--- src/sv/smbme_pkg.sv ---
// shared types, codes and phase helpers for the smbus master byte engine
`default_nettype none
package smbme_pkg;

  // tick counter width and mask
  localparam int CNT_BITS = 16;
  localparam logic [31:0] CNT_MASK = 32'hFFFF_FFFF >> (32 - CNT_BITS);

  // input command codes
  localparam logic [2:0] FN_TICK  = 3'd0;
  localparam logic [2:0] FN_WAKE  = 3'd1;
  localparam logic [2:0] FN_START = 3'd2;
  localparam logic [2:0] FN_STOP  = 3'd3;
  localparam logic [2:0] FN_WRITE = 3'd4;
  localparam logic [2:0] FN_READ  = 3'd5;

  // operation modes
  localparam logic [2:0] OP_IDLE      = 3'd0;
  localparam logic [2:0] OP_WAKE      = 3'd1;
  localparam logic [2:0] OP_START     = 3'd2;
  localparam logic [2:0] OP_STOP      = 3'd3;
  localparam logic [2:0] OP_WRITE     = 3'd4;
  localparam logic [2:0] OP_READ_ACK  = 3'd5;
  localparam logic [2:0] OP_READ_NACK = 3'd6;

  // configuration register indexes
  localparam logic REG_PHASE_TICKS = 1'b0;
  localparam logic REG_WAKE_TICKS  = 1'b1;

  localparam logic [15:0] PHASE_TICKS_RST = 16'd5;
  localparam logic [15:0] WAKE_TICKS_RST  = 16'd1400;

  typedef logic [CNT_BITS-1:0] cnt_t;

  // sequencer state
  typedef struct packed {
    logic [2:0] op_mode;
    logic [1:0] phase_step;
    logic [3:0] bit_index;
    cnt_t       tick_count;
    logic [7:0] shift_reg;
    logic       scl;
    logic       sda;
    logic       nack;
    logic [7:0] rx_last;
  } st_t;

  // tick count load: zero counts as one, saturate to counter width
  function automatic cnt_t load_count(input logic [15:0] ticks);
    logic [31:0] wide;
    wide = 32'(ticks);
    if (wide == 32'd0) begin
      wide = 32'd1;
    end
    if (wide > CNT_MASK) begin
      wide = CNT_MASK;
    end
    return CNT_BITS'(wide);
  endfunction

  // drive lines for the current phase and load its duration
  function automatic st_t enter_phase(input st_t s, input logic [15:0] pt,
                                      input logic [15:0] wt);
    st_t        n;
    logic [15:0] dur;
    n = s;
    dur = pt;
    case (s.op_mode)
      OP_WAKE: begin
        if (s.phase_step == 2'd0) begin
          n.scl = 1'b1;
          n.sda = 1'b1;
        end else if (s.phase_step == 2'd1) begin
          n.scl = 1'b0;
          dur = wt;
        end else begin
          n.scl = 1'b1;
        end
      end
      OP_START: begin
        if (s.phase_step == 2'd0) n.sda = 1'b1;
        else if (s.phase_step == 2'd1) n.scl = 1'b1;
        else if (s.phase_step == 2'd2) n.sda = 1'b0;
        else n.scl = 1'b0;
      end
      OP_STOP: begin
        if (s.phase_step == 2'd0) n.sda = 1'b0;
        else if (s.phase_step == 2'd1) n.scl = 1'b1;
        else n.sda = 1'b1;
      end
      OP_WRITE: begin
        if (s.bit_index < 4'd8) begin
          if (s.phase_step == 2'd0) n.scl = 1'b0;
          else if (s.phase_step == 2'd1) n.sda = s.shift_reg[7];
          else n.scl = 1'b1;
        end else begin
          if (s.phase_step == 2'd0) begin
            n.scl = 1'b0;
            n.sda = 1'b1;
          end else if (s.phase_step == 2'd1) begin
            n.scl = 1'b1;
          end else begin
            n.scl = 1'b0;
          end
        end
      end
      OP_READ_ACK, OP_READ_NACK: begin
        if (s.bit_index < 4'd8) begin
          if (s.phase_step == 2'd0) begin
            n.scl = 1'b0;
            n.sda = 1'b1;
          end else begin
            n.scl = 1'b1;
          end
        end else begin
          if (s.phase_step == 2'd0) n.scl = 1'b0;
          else if (s.phase_step == 2'd1) n.sda = (s.op_mode == OP_READ_NACK);
          else if (s.phase_step == 2'd2) n.scl = 1'b1;
          else n.scl = 1'b0;
        end
      end
      default: begin
        n = s;
      end
    endcase
    n.tick_count = load_count(dur);
    return n;
  endfunction

endpackage
`default_nettype wire

--- src/sv/smbme_step.sv ---
// next-state logic of the bit sequencer for one item
`default_nettype none
module smbme_step (
  input  var smbme_pkg::st_t st,
  input  wire [2:0]          func,
  input  wire [7:0]          tx_byte,
  input  wire                master_ack,
  input  wire                sda_level,
  input  wire [15:0]         phase_ticks,
  input  wire [15:0]         wake_ticks,
  output smbme_pkg::st_t     st_nxt,
  output logic               done
);

  logic       is_rd;
  logic [1:0] last_step;

  // read mode and last phase index of the current bit or slot
  always_comb begin
    is_rd = (st.op_mode == smbme_pkg::OP_READ_ACK) ||
            (st.op_mode == smbme_pkg::OP_READ_NACK);
    case (st.op_mode)
      smbme_pkg::OP_START: last_step = 2'd3;
      smbme_pkg::OP_WRITE: last_step = 2'd2;
      smbme_pkg::OP_READ_ACK, smbme_pkg::OP_READ_NACK:
        last_step = (st.bit_index < 4'd8) ? 2'd1 : 2'd3;
      default: last_step = 2'd2;
    endcase
  end

  // tick handling, phase end and command start
  always_comb begin
    st_nxt = st;
    done = 1'b0;
    if (func == smbme_pkg::FN_TICK) begin
      if (st.op_mode != smbme_pkg::OP_IDLE) begin
        st_nxt.tick_count = st.tick_count - 1'b1;
        if (st_nxt.tick_count == '0) begin
          // sample at phase end
          if (st.op_mode == smbme_pkg::OP_WRITE) begin
            if (st.bit_index < 4'd8 && st.phase_step == 2'd2) begin
              st_nxt.shift_reg = {st.shift_reg[6:0], 1'b0};
            end else if (st.bit_index >= 4'd8 && st.phase_step == 2'd1) begin
              st_nxt.nack = sda_level;
            end
          end else if (is_rd && st.bit_index < 4'd8 && st.phase_step == 2'd1) begin
            st_nxt.shift_reg = {st.shift_reg[6:0], sda_level};
          end
          // advance phase, bit or finish
          if (st.phase_step < last_step) begin
            st_nxt.phase_step = st.phase_step + 2'd1;
            st_nxt = smbme_pkg::enter_phase(st_nxt, phase_ticks, wake_ticks);
          end else if ((st.op_mode == smbme_pkg::OP_WRITE || is_rd) &&
                       st.bit_index < 4'd8) begin
            st_nxt.bit_index = st.bit_index + 4'd1;
            st_nxt.phase_step = 2'd0;
            st_nxt = smbme_pkg::enter_phase(st_nxt, phase_ticks, wake_ticks);
          end else begin
            if (is_rd) begin
              st_nxt.rx_last = st_nxt.shift_reg;
            end
            st_nxt.op_mode = smbme_pkg::OP_IDLE;
            st_nxt.phase_step = 2'd0;
            st_nxt.bit_index = 4'd0;
            st_nxt.tick_count = '0;
            done = 1'b1;
          end
        end
      end
    end else if (func <= smbme_pkg::FN_READ && st.op_mode == smbme_pkg::OP_IDLE) begin
      st_nxt.phase_step = 2'd0;
      st_nxt.bit_index = 4'd0;
      case (func)
        smbme_pkg::FN_WAKE:  st_nxt.op_mode = smbme_pkg::OP_WAKE;
        smbme_pkg::FN_START: st_nxt.op_mode = smbme_pkg::OP_START;
        smbme_pkg::FN_STOP:  st_nxt.op_mode = smbme_pkg::OP_STOP;
        smbme_pkg::FN_WRITE: begin
          st_nxt.op_mode = smbme_pkg::OP_WRITE;
          st_nxt.shift_reg = tx_byte;
          st_nxt.nack = 1'b0;
        end
        default: begin
          st_nxt.op_mode = master_ack ? smbme_pkg::OP_READ_ACK : smbme_pkg::OP_READ_NACK;
          st_nxt.shift_reg = 8'd0;
        end
      endcase
      st_nxt = smbme_pkg::enter_phase(st_nxt, phase_ticks, wake_ticks);
    end
  end

endmodule
`default_nettype wire

--- src/sv/smbus_master_byte_engine.sv ---
// top level of the smbus master byte engine
// usage:
// - input channel (in_valid / in_stall) carries one item per transfer: a tick
//   (func 0) or a command (wake, start, stop, write byte, read byte)
// - each accepted item gives exactly one result transfer on the out_ channel:
//   line drives, busy, done, last read byte and the write nack flag
// - the sequencer state and the result register are both loaded at the edge
//   that takes the item
// - one item is taken per cycle while in_stall is low; the sequencer update
//   between the state register and the result register is combinational
// - in_stall rises only while a result is held and out_stall is high; the
//   held result does not change and no item is taken until it goes out
// - a command while busy is ignored and reports the current state
// - phase_ticks (addr 0) and wake_hold_ticks (addr 4) are written over the apb
//   port, by the user only while idle (not enforced); reads return the stored value
// - reset (rst_n low, synchronous) idles the sequencer, releases both lines,
//   clears the result valid flag and loads the register defaults 5 and 1400
`default_nettype none
module smbus_master_byte_engine (
  input  wire        clk,
  input  wire        rst_n,
  // item input
  input  wire        in_valid,
  output logic       in_stall,
  input  wire [2:0]  in_func,
  input  wire [7:0]  in_tx_byte,
  input  wire        in_master_ack,
  input  wire        in_sda_level,
  // result output
  output logic       out_valid,
  input  wire        out_stall,
  output logic       out_scl_out,
  output logic       out_sda_out,
  output logic       out_busy_res,
  output logic       out_done_res,
  output logic [7:0] out_rx_byte,
  output logic       out_nack_seen,
  // configuration
  input  wire        psel,
  input  wire        penable,
  input  wire        pwrite,
  input  wire [2:0]  paddr,
  input  wire [31:0] pwdata,
  output logic [31:0] prdata,
  output logic       pready
);

  smbme_pkg::st_t st_r, st_nxt;
  logic [15:0]    phase_ticks_r;
  logic [15:0]    wake_ticks_r;
  logic           out_valid_r;
  logic           done_nxt;
  logic           in_take;
  logic           cfg_wr;

  // handshake
  assign in_stall = out_valid_r & out_stall;
  assign in_take = in_valid & ~in_stall;
  assign out_valid = out_valid_r;

  // configuration port
  assign pready = 1'b1;
  assign cfg_wr = psel & penable & pwrite;
  assign prdata = (paddr[2] == smbme_pkg::REG_WAKE_TICKS) ? {16'd0, wake_ticks_r}
                                                          : {16'd0, phase_ticks_r};

  always_ff @(posedge clk) begin
    if (!rst_n) begin
      phase_ticks_r <= smbme_pkg::PHASE_TICKS_RST;
      wake_ticks_r <= smbme_pkg::WAKE_TICKS_RST;
    end else if (cfg_wr) begin
      if (paddr[2] == smbme_pkg::REG_PHASE_TICKS) begin
        phase_ticks_r <= pwdata[15:0];
      end else begin
        wake_ticks_r <= pwdata[15:0];
      end
    end
  end

  // sequencer next state
  smbme_step u_step (
    .st          (st_r),
    .func        (in_func),
    .tx_byte     (in_tx_byte),
    .master_ack  (in_master_ack),
    .sda_level   (in_sda_level),
    .phase_ticks (phase_ticks_r),
    .wake_ticks  (wake_ticks_r),
    .st_nxt      (st_nxt),
    .done        (done_nxt)
  );

  // sequencer state
  always_ff @(posedge clk) begin
    if (!rst_n) begin
      st_r <= '{op_mode: smbme_pkg::OP_IDLE, phase_step: 2'd0, bit_index: 4'd0,
                tick_count: '0, shift_reg: 8'd0, scl: 1'b1, sda: 1'b1,
                nack: 1'b0, rx_last: 8'd0};
    end else if (in_take) begin
      st_r <= st_nxt;
    end
  end

  // result register
  always_ff @(posedge clk) begin
    if (!rst_n) begin
      out_valid_r <= 1'b0;
    end else if (in_take) begin
      out_valid_r <= 1'b1;
    end else if (!out_stall) begin
      out_valid_r <= 1'b0;
    end
  end

  always_ff @(posedge clk) begin
    if (in_take) begin
      out_scl_out <= st_nxt.scl;
      out_sda_out <= st_nxt.sda;
      out_busy_res <= (st_nxt.op_mode != smbme_pkg::OP_IDLE);
      out_done_res <= done_nxt;
      out_rx_byte <= st_nxt.rx_last;
      out_nack_seen <= st_nxt.nack;
    end
  end

endmodule
`default_nettype wire

--- config.mk ---
export PLATFORM = sky130hd
export DESIGN_NAME = smbus_master_byte_engine
export DESIGN_NICKNAME = d
export VERILOG_FILES = /design/src/sv/smbme_pkg.sv /design/src/sv/smbme_step.sv /design/src/sv/smbus_master_byte_engine.sv
export SDC_FILE = /design/constraint.sdc
export NUM_CORES = 1
export LEC_CHECK = 0
export ABC_CLOCK_PERIOD_IN_PS = 8900
export BUFFER_PORTS_ARGS = -buffer_cell sky130_fd_sc_hd__clkbuf_2
export CORE_UTILIZATION = 37
export CTS_BUF_LIST = sky130_fd_sc_hd__clkbuf_4
export DETAILED_ROUTE_END_ITERATION = 8
export PLACE_DENSITY = 0.54
export SLEW_MARGIN = 20
export SYNTH_ARGS = -nofsm -noshare
export SYNTH_HDL_FRONTEND = slang
export SYNTH_HIERARCHICAL = 1
export SYNTH_SLANG_ARGS = --single-unit
--- constraint.sdc ---
create_clock -name clk -period 8.9 [get_ports clk]
set_input_delay 1.78 -clock clk [delete_from_list [all_inputs] [get_ports clk]]
set_output_delay 1.78 -clock clk [all_outputs]
set_load 0.03 [all_outputs]
# --- Word-level counts from Yosys, hierarchy flattened ---
# Cells that the tools add are included.
op_classes:
  n_addsub: 3
  magnitude_cmp: 8
  eq_ne: 25
  mux: 84
  bitwise_logic: 9
  reduce_logical: 30
op_table:
  columns: ["cell", "count"]
  rows:
  - ["$mux W32", 11]
  - ["$mux W44", 5]
  - ["$mux W16", 13]
  - ["$gt A32 B16 Y1 const B", 3]
  - ["$logic_not A16 Y1", 3]
  - ["$mux W8", 5]
  - ["$mux W1", 34]
  - ["$mux W25", 1]
  - ["$eq A3 B3 Y1 const B", 7]
  - ["$eq A3 B2 Y1 const B", 6]
  - ["$pmux W8 S2", 1]
  - ["$sub A16 B1 Y16 const B", 1]
  - ["$pmux W3 S4", 1]
  - ["$pmux W2 S5", 1]
  - ["$reduce_and A5 Y1", 2]
  - ["$eq A3 B1 Y1 const B", 3]
  - ["$mux W3", 3]
  - ["$reduce_or A3 Y1", 3]
  - ["$lt A4 B4 Y1 const B", 2]
  - ["$mux W2", 4]
  - ["$reduce_or A4 Y1", 2]
  - ["$logic_and A1 B1 Y1", 6]
  - ["$logic_not A3 Y1", 2]
  - ["$ne A2 B2 Y1 const B", 3]
  - ["21 further kinds", 37]
totals:
  ff_bits: 90
  elab_cells: 177

# --- Depth between registers and ports, before layout ---
# Gate-level depths: netlist (run 1).
depth:
  ltp_word: 22
  mapped_depth: 14
  ltp_nobuf: 12

# --- Cells and area by module ---
# Netlist (run 1), hierarchy kept.
modules_own_cells:
  columns: ["module", "instances", "cells_per_inst", "area_per_inst_um2"]
  rows:
  - ["smbus_master_byte_engine", 1, 379, 3853.7]
  - ["smbme_step", 1, 379, 2598.7]

# --- Worst setup path after synthesis (run 1) ---
# OpenSTA, ideal clock, no wires.
synth_path:
  path_type: "input-to-output"
  startpoint: "in paddr[2]"
  endpoint: "out prdata[10]"
  t_arrival_ns: 2.524
  t_required_ns: 7.120
  slack_ns: 4.596
  path_stages: 3
  cell_sequence: "buf_6 > buf_2 > mux2_2"
synth_via:
  elab_chain_len: 1
synth_lines:
  columns: ["element", "line_no", "rtl"]
  rows:
  - ["start: declaration", "smbus_master_byte_engine.sv:42", "input wire [2:0] paddr,"]
  - ["$mux W16", "smbus_master_byte_engine.sv:64", "assign prdata = (paddr[2] == smbme_pkg::REG_WAKE_TICKS) ? {16'd0, wake_ticks_r}"]
  - ["end: declaration", "smbus_master_byte_engine.sv:44", "output logic [31:0] prdata,"]
# Every way passes these cells.

# --- Worst setup path after layout (run 1) ---
layout_path:
  startpoint: "in paddr[2]"
  endpoint: "out prdata[4]"
# The elaborated chain is that of the path after synthesis.

==> out/qor.csv, run 1 <==
stage,metric,value,unit
global_route,largest net degree at the start of global routing,85,
setup_path,worst path arrival time,2.79,ns
clock_tree,# H-tree levels,3,
clock_tree,Clock Sinks,90,
power,internal cell power,593.9,uW
clock_tree,post-CTS resize count,0,
die,Die X,134.1,um
timing,Setup TNS Final,0,ns
logic_synthesis,synth unique cells,75,
global_route,initial antenna violation count,0,
timing,Peak Freq,0.2190,GHz
die,Die ar.,17970,um^2
logic_synthesis,most common cell in the netlist,nand2_1,
power,PwrDens,139.7,nW/um^2
die,number of top-level pins,103,
timing,fin crit share,51.31,%
clock_tree,CTS tree,built,
cells_and_area,Layout Utilization,40.83,%
detailed_routing,WL per Instance,17.40,um
detailed_routing,final WL,17.63,mm
logic_synthesis,Synth Cell Area,6452,um^2
logic_synthesis,Mapped Avg Cell Area,8.512,um^2
timing,Final min period,4.567,ns
placed_design,placer congestion estimate,0.8444,
detailed_routing,Pre-antenna DRT Iters,5,
detailed_routing,initial drt markers,348,
power,Seq pwr share,47.9,%
detailed_routing,DR vias,5848,
power,Clock Power Share,23.3,%
cells_and_area,fin area,6868,um^2
clock_tree,clock latency on the worst-skew pair,0.48,ns
logic_synthesis,number of synthesized flops with an enable pin,13,
setup_path,CP endpoint kind,output pin,
clock_tree,register clock-pin slew on the reported worst setup and hold paths,0.15,ns
detailed_routing,antenna-violating nets left,0,
logic_synthesis,largest family of logic cells by synthesized area,simple AND/OR/NAND/NOR gates,
placed_design,dpl cell area,6743,um^2
cells_and_area,Multi-input gate area,4093,um^2
timing,pins over their slew limit,0,
logic_synthesis,Synth Area in XOR/XNOR,0.4072,%
die,DIE HEIGHT,134.1,um
power,Logic pwr share,28.9,%
logic_synthesis,synth top area cells,"dfxtp_1 (24%), mux2i_1 (13%), nand2_1 (8.9%)",
cells_and_area,Antenna Cells,0,
logic_synthesis,"FF+latch count, synth",90,
global_route,global route overflow,0,
cells_and_area,Finished Layout Cells,1013,
logic_synthesis,post-synthesis mux area share,20.26,%
power,sw power,365.6,uW
logic_synthesis,Synth top cells by count,"nand2_1 (153), mux2i_1 (86), dfxtp_1 (77)",
logic_synthesis,Post-Synthesis Cells,758,
timing,Final Hold Viols,0,
clock_tree,root buf cell,clkbuf_4,
logic_synthesis,prevailing post-synth register cell,dfxtp_1,
setup_path,critical path class,primary input to output pin,
cells_and_area,register area,1932,um^2
setup_path,Worst Reg-to-Reg Cells,13,
cells_and_area,P&R area growth vs syn,6.438,%
clock_tree,clock buffer depth,2,
timing,RSZ-0062 raised after global routing,false,
placed_design,IO buf count,67,
logic_synthesis,sequential element share of the synthesized area,29.94,%
power,worst ir drop on vdd,0.1052,mV
hold_path,Hold Path Depth,2,
clock_tree,total CTS buffers,9,
logic_synthesis,ys async rst share,0,%
status,outcome,finished clean,
cells_and_area,Filler Cells Inserted,1754,
logic_synthesis,post-synthesis compound-gate area fraction,15.96,%
logic_synthesis,cell taking the most area after synthesis,dfxtp_1,
clock_tree,postcts setup bufs,0,
global_route,vias in the first global route,5580,
die,Starting Density,38.36,%
detailed_routing,Remaining DRCs,0,
hold_path,Hold Crit Class,flip-flop to flip-flop,
timing,Slew HR,25.35,%
setup_path,required time of the critical path,7.12,ns
power,power consumption,959.5,uW
cells_and_area,layout cells sized above 1,18.16,%
die,row cnt,47,
placed_design,Placed Instances,997,
detailed_routing,Vias/cell,5.773,
setup_path,Register-to-Register Setup Slack,4.93,ns
cells_and_area,Layout Nets,854,
logic_synthesis,Post-Synth Adder-Cell Area,2.288,%
power,sw frac,38.11,%
global_route,first-pass GRT wire length,28.67,mm
logic_synthesis,simple-gate share of the synthesized area,23.27,%
setup_path,worst-path maximum fanout,20,
placed_design,post-detail-place hpwl,12.30,mm
timing,Fin Clk Skew,0.02265,ns
logic_synthesis,Synth Warn #,6,
power,Lkg Pwr,0.002701,uW
logic_synthesis,Synth top area share,23.89,%
global_route,Total Routing Usage GR,19.89,%
setup_path,Setup crit start kind,primary input,
timing,worst-margin pin slew,1.111,ns
timing,final setup violating endpoints,0,
die,Core ar.,16820,um^2
clock_tree,hold-fix buffers at CTS,0,
run,Max Cap Violations,0,
-- power groups by stage --
stage                     combinational, uW  sequential [uW]  clock [uW]
after floorplan                         227              459           0
after global placement                  268              467           0
after detailed placement                272              467           0
after CTS                               274              458         234
after global routing                    301              463         246
final                                   277              459         223
-- worst paths after layout --
check        startpoint        end
max            paddr[2]  prdata[4]
min             st_r[4]    st_r[4]
min reg2reg     st_r[4]    st_r[4]
max reg2reg    st_r[41]    st_r[9]
-- cells in the final DEF, fill, tap and decap left out, drive strengths merged, types with 6 or more instances in the layout --
master	Yosys	routed
nand2	153	153
mux2i	86	86
dfxtp	77	77
clkbuf	23	76
mux2	37	37
nor2	32	32
o21ai	25	25
nor2b	23	23
nor3	22	22
a21oi	20	20
a22oi	20	20
conb	2	17
edfxtp	13	13
nand3	13	13
inv	11	13
nor4	13	13
ha	11	11
buf	48	9
a31oi	9	9
a22o	8	8
or3	7	7
a211oi	7	7
nand4	6	6
a221oi	6	6
-- metal layers --
layer	wire length, um	GRT usage, %	up-vias
met5	0	0	-
met4	356	7.054	0
met3	916	3.175	26
met2	8326	33.25	215
met1	8028	25.84	2816
li1	-	-	2791
-- cells by family after synthesis --
| group | after synthesis |
|---|---|
| XOR/XNOR | 3 |
| other | 2 |
| AND/OR/NAND/NOR | 303 |
| flip-flops | 90 |
| multiplexers | 123 |
| buffers and inverters | 83 |
| AO/OA/AOI/OAI | 142 |
| adder cells (fa/ha/maj) | 12 |
-- stage by stage --
step	setup WS (ns)	hold slack [ns]
3_5_place_dp	4.316	0.4505
6_report	4.333	0.4734
2_1_floorplan	4.596	0.4309
3_3_place_gp	4.347	0.4394
5_1_grt	4.283	0.4839
4_1_cts	4.329	0.4764
-- critical path: stages --
cell and delay (ns):
clkbuf_2 0.41, mux2_2 0.41, clkbuf_2 0.19
-- layout make-up --
type                    instances  area share (%)
repair buffers                 75           5.793
multi-input cells             600           59.59
inverters                      12          0.6559
clock buffers                  10           1.093
flip-flops and latches         90           28.13
clock inverters                 6          0.7287
well taps                     220           4.008
-- sequential cells by signal, indices dropped and copies added, names as in the netlist, 8 cells and up --
| name | cells |
|---|---|
| phase_ticks_r | 16 |
| out_rx_byte | 8 |
| st_r | 44 |
| wake_ticks_r | 16 |
No activity file was read; power rests on OpenSTA's default activity.
==> run 2: changes to the inputs <==
--- a/config.mk
+++ b/config.mk
@@ -5,7 +5,7 @@
 export SDC_FILE = /design/constraint.sdc
 export NUM_CORES = 1
 export LEC_CHECK = 0
-export ABC_CLOCK_PERIOD_IN_PS = 8900
+export ABC_CLOCK_PERIOD_IN_PS = 4300
 export BUFFER_PORTS_ARGS = -buffer_cell sky130_fd_sc_hd__clkbuf_2
 export CORE_UTILIZATION = 37
 export CTS_BUF_LIST = sky130_fd_sc_hd__clkbuf_4
==> constraint.sdc (replaced) <==
create_clock -name clk -period 4.3 [get_ports clk]
set_input_delay 0.86 -clock clk [delete_from_list [all_inputs] [get_ports clk]]
set_output_delay 0.86 -clock clk [all_outputs]
set_load 0.03 [all_outputs]
==> run 2 against run 1 <==
Net effect:
- power is 110% higher
- hold slack worse by 0.0021 ns
- clock skew is 0.0056 ns lower
- combinational power is 120% higher
- sequential share of layout area is 0.42 points lower
- first-iteration DRC count is 27% higher
- clock power is 140% higher
- via count is 0.51% lower
- non-clock buffer count is 11 higher
- critical path type is now flip-flop to flip-flop
- critical endpoint is now st_r[6]
- largest power group unchanged
- highest routed layer unchanged
==> out/qor.csv, run 2 (synthesis gave the netlist of run 1 again) <==
stage,metric,value,unit,change
placed_design,placer congestion estimate,0.8494,,+0.59%
cells_and_area,Biggest register,st_r,,
setup_path,critical path class,flip-flop to flip-flop,,
cells_and_area,fin area,6973,um^2,+1.5%
cells_and_area,Antenna Cells,0,,unchanged
power,Logic pwr share,28.9,%,about the same
setup_path,worst path arrival time,3.99,ns,+1.20 ns
setup_path,CP endpoint kind,flip-flop,,
timing,final setup violating endpoints,0,,unchanged
clock_tree,clock buffer depth,2,,unchanged
power,sw frac,37.09,%,-1.0 points
power,Lkg Pwr,0.002760,uW,+2.2%
clock_tree,postcts setup bufs,0,,unchanged
detailed_routing,Vias/cell,5.682,,-1.6%
global_route,first-pass GRT wire length,28.37,mm,-1.0%
detailed_routing,Remaining DRCs,0,,unchanged
clock_tree,CTS tree,built,,
timing,Peak Freq,0.2751,GHz,
cells_and_area,most frequent cells in the layout,"nand2_1 (153), mux2i_1 (86), dfxtp_1 (77)",,
detailed_routing,WL per Instance,17.41,um,about the same
detailed_routing,Pre-antenna DRT Iters,8,,+3
timing,Slew HR,31.50,%,+6.2 points
die,Die X,134.1,um,unchanged
clock_tree,post-CTS resize count,0,,unchanged
detailed_routing,final WL,17.83,mm,+1.1%
timing,Final Hold Viols,0,,unchanged
run,Max Cap Violations,0,,unchanged
power,sw power,765.2,uW,+110%
global_route,Total Routing Usage GR,19.90,%,about the same
clock_tree,hold-fix buffers at CTS,0,,unchanged
power,PwrDens,295.8,nW/um^2,+110%
timing,worst-margin pin slew,1.020,ns,-0.09157 ns
die,row cnt,47,,unchanged
clock_tree,Clock Sinks,90,,unchanged
die,Starting Density,38.36,%,unchanged
detailed_routing,DR vias,5818,,-0.51%
setup_path,Setup crit start kind,flip-flop,,
clock_tree,root buf cell,clkbuf_4,,
cells_and_area,P&R area growth vs syn,8.067,%,
global_route,largest net degree at the start of global routing,83,,-2.4%
hold_path,Hold Crit Class,flip-flop to flip-flop,,
detailed_routing,antenna-violating nets left,0,,unchanged
die,Die ar.,17970,um^2,unchanged
cells_and_area,Top Registers,"st_r: 44 flops, phase_ticks_r: 16 flops, wake_ticks_r: 16 flops",,
clock_tree,clock latency on the worst-skew pair,0.49,ns,about the same
placed_design,Placed Instances,1008,,+1.1%
clock_tree,register clock-pin slew on the reported worst setup and hold paths,0.16,ns,about the same
placed_design,dpl cell area,6825,um^2,+1.2%
status,outcome,finished clean,,
placed_design,post-detail-place hpwl,12.50,mm,+1.6%
cells_and_area,max reg flops,44,,unchanged
power,Seq pwr share,45.6,%,-2.3 points
timing,Setup TNS Final,0,ns,unchanged
power,Clock Power Share,25.5,%,+2.2 points
setup_path,worst-path maximum fanout,9,,-55%
timing,fin crit share,84.54,%,
global_route,initial antenna violation count,0,,unchanged
cells_and_area,layout cells sized above 1,19.28,%,+1.1 points
clock_tree,# H-tree levels,3,,unchanged
die,number of top-level pins,103,,unchanged
clock_tree,total CTS buffers,9,,unchanged
timing,Final min period,3.635,ns,
cells_and_area,Finished Layout Cells,1024,,+1.1%
cells_and_area,Layout Nets,865,,+1.3%
power,worst ir drop on vdd,0.1192,mV,+13%
timing,Fin Clk Skew,0.01706,ns,-0.005589 ns
die,DIE HEIGHT,134.1,um,unchanged
global_route,vias in the first global route,5416,,-2.9%
timing,pins over their slew limit,0,,unchanged
global_route,global route overflow,0,,unchanged
detailed_routing,initial drt markers,441,,+27%
cells_and_area,"most common cell after layout, fill and taps aside",nand2_1,,
timing,Hold WS,0.4713,ns,-0.002082 ns
timing,RSZ-0062 raised after global routing,false,,
placed_design,IO buf count,67,,unchanged
die,Core ar.,16820,um^2,unchanged
setup_path,required time of the critical path,4.66,ns,-2.46 ns
power,power consumption,2063,uW,+110%
power,internal cell power,1298,uW,+120%
[run 2: changes by cell type in the layout (fill, tap and decap cells not counted), sizes merged]
cell | before | now
clkinvlp | 1 | 3
clkinv | 4 | 1
bufinv | 0 | 1
buf | 9 | 20
[run 2: power groups by stage]
stage	Sequential, uW	Combinational, uW	Clock, uW
after global placement	955	579	0
after global routing	947	647	567
final	940	597	526
after CTS	939	590	542
after floorplan	951	469	0
after detailed placement	958	587	0
[run 2: worst max-delay path: stages (launching register included)]
cell and delay (ns):
dfxtp_1 0.52, inv_1 0.08, ha_1 0.31, or4b_1 0.32, o21ai_0 0.21, a311o_1 0.41
o211a_1 0.25, or4_4 0.64, nor2_8 0.29, mux2_4 0.34, nand2_1 0.06, mux2i_1 0.09
[run 2: path summary, 6_finish.rpt]
| path | cells past startpoint | start | to | slack, ns |
|---|---|---|---|---|
| worst max-delay path | 11 | st_r[19] | st_r[6] | 0.66 |
| worst min-delay path | 2 | st_r[8] | st_r[8] | 0.47 |
| worst max register to register | 11 | st_r[19] | st_r[6] | 0.66 |
| worst min register to register | 2 | st_r[8] | st_r[8] | 0.47 |
[run 2: routing by layer]
metal	vias up	part of all wire, %	global-route usage (%)
li1	2808	-	-
met1	2755	46	25.61
met2	218	46	33.42
met3	37	5.6	2.608
met4	0	2.3	8.115
met5	-	0	1.111
[run 2: layout make-up]
type / count / area (um^2)
Clock buffer: 10 / 75.07
Tap cell: 220 / 275.3
Clock inverter: 6 / 72.57
Multi-Input combinational cell: 600 / 4093
Sequential cell: 90 / 1932
Timing Repair Buffer: 86 / 480.5
Inverter: 12 / 45.04
Fill cell: 1735 / 9846
[run 2: stage by stage]
stage / worst slack, ns / util, %
5_1_grt: 0.4285 / 41.46
3_3_place_gp: 0.7837 / 40.58
2_1_floorplan: 1.082 / -
3_5_place_dp: 0.6965 / 40.58
6_report: 0.6646 / 41.46
4_1_cts: 0.6806 / 41.46
==> run 3: changes to the inputs <==
--- a/config.mk
+++ b/config.mk
@@ -5,12 +5,12 @@
 export SDC_FILE = /design/constraint.sdc
 export NUM_CORES = 1
 export LEC_CHECK = 0
-export ABC_CLOCK_PERIOD_IN_PS = 4300
+export ABC_CLOCK_PERIOD_IN_PS = 3100
 export BUFFER_PORTS_ARGS = -buffer_cell sky130_fd_sc_hd__clkbuf_2
 export CORE_UTILIZATION = 37
 export CTS_BUF_LIST = sky130_fd_sc_hd__clkbuf_4
 export DETAILED_ROUTE_END_ITERATION = 8
-export PLACE_DENSITY = 0.54
+export PLACE_DENSITY = 0.56
 export SLEW_MARGIN = 20
 export SYNTH_ARGS = -nofsm -noshare
 export SYNTH_HDL_FRONTEND = slang
==> constraint.sdc (replaced) <==
create_clock -name clk -period 3.1 [get_ports clk]
set_input_delay 0.62 -clock clk [delete_from_list [all_inputs] [get_ports clk]]
set_output_delay 0.62 -clock clk [all_outputs]
set_load 0.03 [all_outputs]
==> run 3 against run 2 <==
Net effect:
- die area stayed put
- clock skew is 0.00088 ns higher
- setup slack worse by 0.61 ns
- fmax is 19% higher
- count of clock-buffer cells in the layout is 1 lower
- sequential power is 38% higher
- critical path depth is 2 lower
- via count is 1.8% higher
- sequential share of layout area is 1.4 points lower
- combinational power is 62% higher
- highest routed layer unchanged
==> out/qor.csv, run 3 (synthesis gave the netlist of run 1 again) <==
stage,metric,value,unit,change
global_route,Total Routing Usage GR,19.68,%,-0.22 points
die,Core ar.,16820,um^2,unchanged
die,Die ar.,17970,um^2,unchanged
detailed_routing,initial drt markers,451,,+2.3%
global_route,initial antenna violation count,0,,unchanged
timing,final worst slack,0.05599,ns,-0.6086 ns
setup_path,Setup crit start kind,flip-flop,,
clock_tree,clock latency on the worst-skew pair,0.49,ns,about the same
clock_tree,# H-tree levels,3,,unchanged
placed_design,placer congestion estimate,0.8581,,+1.0%
power,PwrDens,394.1,nW/um^2,+33%
clock_tree,root buf cell,clkbuf_4,,
cells_and_area,layout cells sized above 1,25.06,%,+5.8 points
global_route,global route overflow,0,,unchanged
setup_path,worst-path maximum fanout,8,,-1
clock_tree,CTS tree,built,,
die,DIE HEIGHT,134.1,um,unchanged
cells_and_area,Finished Layout Cells,1066,,+4.1%
detailed_routing,Remaining DRCs,0,,unchanged
timing,pins over their slew limit,0,,unchanged
timing,Fin Clk Skew,0.01794,ns,+0.0008784 ns
timing,final setup violating endpoints,0,,unchanged
timing,Peak Freq,0.3285,GHz,+19%
timing,Final Hold Viols,0,,unchanged
cells_and_area,most frequent cells in the layout,"nand2_1 (153), mux2i_1 (86), dfxtp_1 (75)",,
cells_and_area,Layout Nets,907,,+4.9%
power,worst ir drop on vdd,0.2749,mV,+130%
timing,fin crit share,98.19,%,+14 points
cells_and_area,"most common cell after layout, fill and taps aside",nand2_1,,
detailed_routing,final WL,17.69,mm,-0.73%
timing,Final min period,3.044,ns,-0.5914 ns
timing,worst-margin pin slew,0.6680,ns,-0.3516 ns
clock_tree,Clock Sinks,90,,unchanged
status,outcome,finished clean,,
detailed_routing,WL per Instance,16.60,um,-4.6%
cells_and_area,Top Registers,"st_r: 44 flops, phase_ticks_r: 16 flops, wake_ticks_r: 16 flops",,
timing,Setup TNS Final,0,ns,unchanged
hold_path,Hold Crit Class,primary input to flip-flop,,
placed_design,post-detail-place hpwl,12.45,mm,-0.37%
die,number of top-level pins,103,,unchanged
die,Starting Density,38.36,%,unchanged
setup_path,CP endpoint kind,flip-flop,,
detailed_routing,Vias/cell,5.557,,-2.2%
clock_tree,total CTS buffers,9,,unchanged
placed_design,Placed Instances,1044,,+3.6%
cells_and_area,max reg flops,44,,unchanged
power,Lkg Pwr,0.002998,uW,+8.7%
detailed_routing,antenna-violating nets left,0,,unchanged
setup_path,required time of the critical path,3.35,ns,-1.31 ns
cells_and_area,P&R area growth vs syn,14.31,%,
timing,RSZ-0062 raised after global routing,true,,
global_route,first-pass GRT wire length,28.23,mm,-0.49%
clock_tree,hold-fix buffers at CTS,0,,unchanged
cells_and_area,Biggest register,st_r,,
placed_design,IO buf count,67,,unchanged
run,Max Cap Violations,0,,unchanged
global_route,largest net degree at the start of global routing,65,,-22%
setup_path,worst path arrival time,3.29,ns,-0.70 ns
detailed_routing,DR vias,5924,,+1.8%
clock_tree,clock buffer depth,2,,unchanged
detailed_routing,Pre-antenna DRT Iters,5,,-3
setup_path,critical path class,flip-flop to flip-flop,,
placed_design,Place WS,0.05511,ns,-0.6413 ns
cells_and_area,Layout Utilization,43.86,%,+2.4 points
clock_tree,register clock-pin slew on the reported worst setup and hold paths,0.15,ns,about the same
timing,Slew HR,55.44,%,+24 points
die,Die X,134.1,um,unchanged
global_route,vias in the first global route,5333,,-1.5%
die,row cnt,47,,unchanged
cells_and_area,Antenna Cells,0,,unchanged
==> run 3: report_power, final <==
part	internal (uW)	switching [uW]	total [uW]
registers	1230	65.9	1300
logic	409	557	965
clock network	171	472	643
total	1810	1090	2910
==> run 3: timing repair <==
item	4_1_cts	5_1_grt
gates resized for setup	0	15
setup buffers	0	6
endpoints found under the setup margin	0	26
==> run 3: final cells by class <==
class	instances	area (um^2)
Tap cell	220	275.3
Multi-Input combinational cell	600	4161
Fill cell	1735	9443
Timing Repair Buffer	128	837.1
Inverter	12	45.04
Clock inverter	7	52.55
Sequential cell	90	1937
Clock buffer	9	67.56
==> run 3: worst max-delay path: stages, from the launching register on <==
cell and delay [ns]:
dfxtp_4 0.40, inv_1 0.06, ha_2 0.19, or4b_4 0.51
nor3b_4 0.24, o21a_2 0.17, o211ai_4 0.08, or4_4 0.55
nor2_8 0.28, mux2_4 0.34
==> run 3: final timing paths <==
check                              start        endpoint  slack, ns  depth (start not counted)
worst max-delay path            st_r[19]  out_rx_byte[7]       0.06                          9
worst min-delay path            in_valid       out_valid       0.35                          2
worst max register to register  st_r[19]  out_rx_byte[7]       0.06                          9
worst min register to register   st_r[8]         st_r[8]       0.46                          2
==> run 3: per-layer routing <==
metal | global-route usage (%) | up-vias | wire length [um]
li1 | - | 2884 | -
met1 | 25.87 | 2811 | 8207
met2 | 32.82 | 208 | 8244
met3 | 3.779 | 21 | 962
met4 | 5.368 | 0 | 280
met5 | 0 | - | 0
==> run 3: stage by stage <==
| step | hold WS [ns] | power [uW] | instance area, um^2 |
|---|---|---|---|
| global route | 0.3375 | 3049 | 7376 |
| finish | 0.3550 | 2907 | 7376 |
| global placement | 0.4417 | 2239 | 7156 |
| detailed placement | 0.4481 | 2240 | 7156 |
| CTS | 0.3369 | 2881 | 7276 |
| floorplan | 0.4309 | 1974 | 6533 |
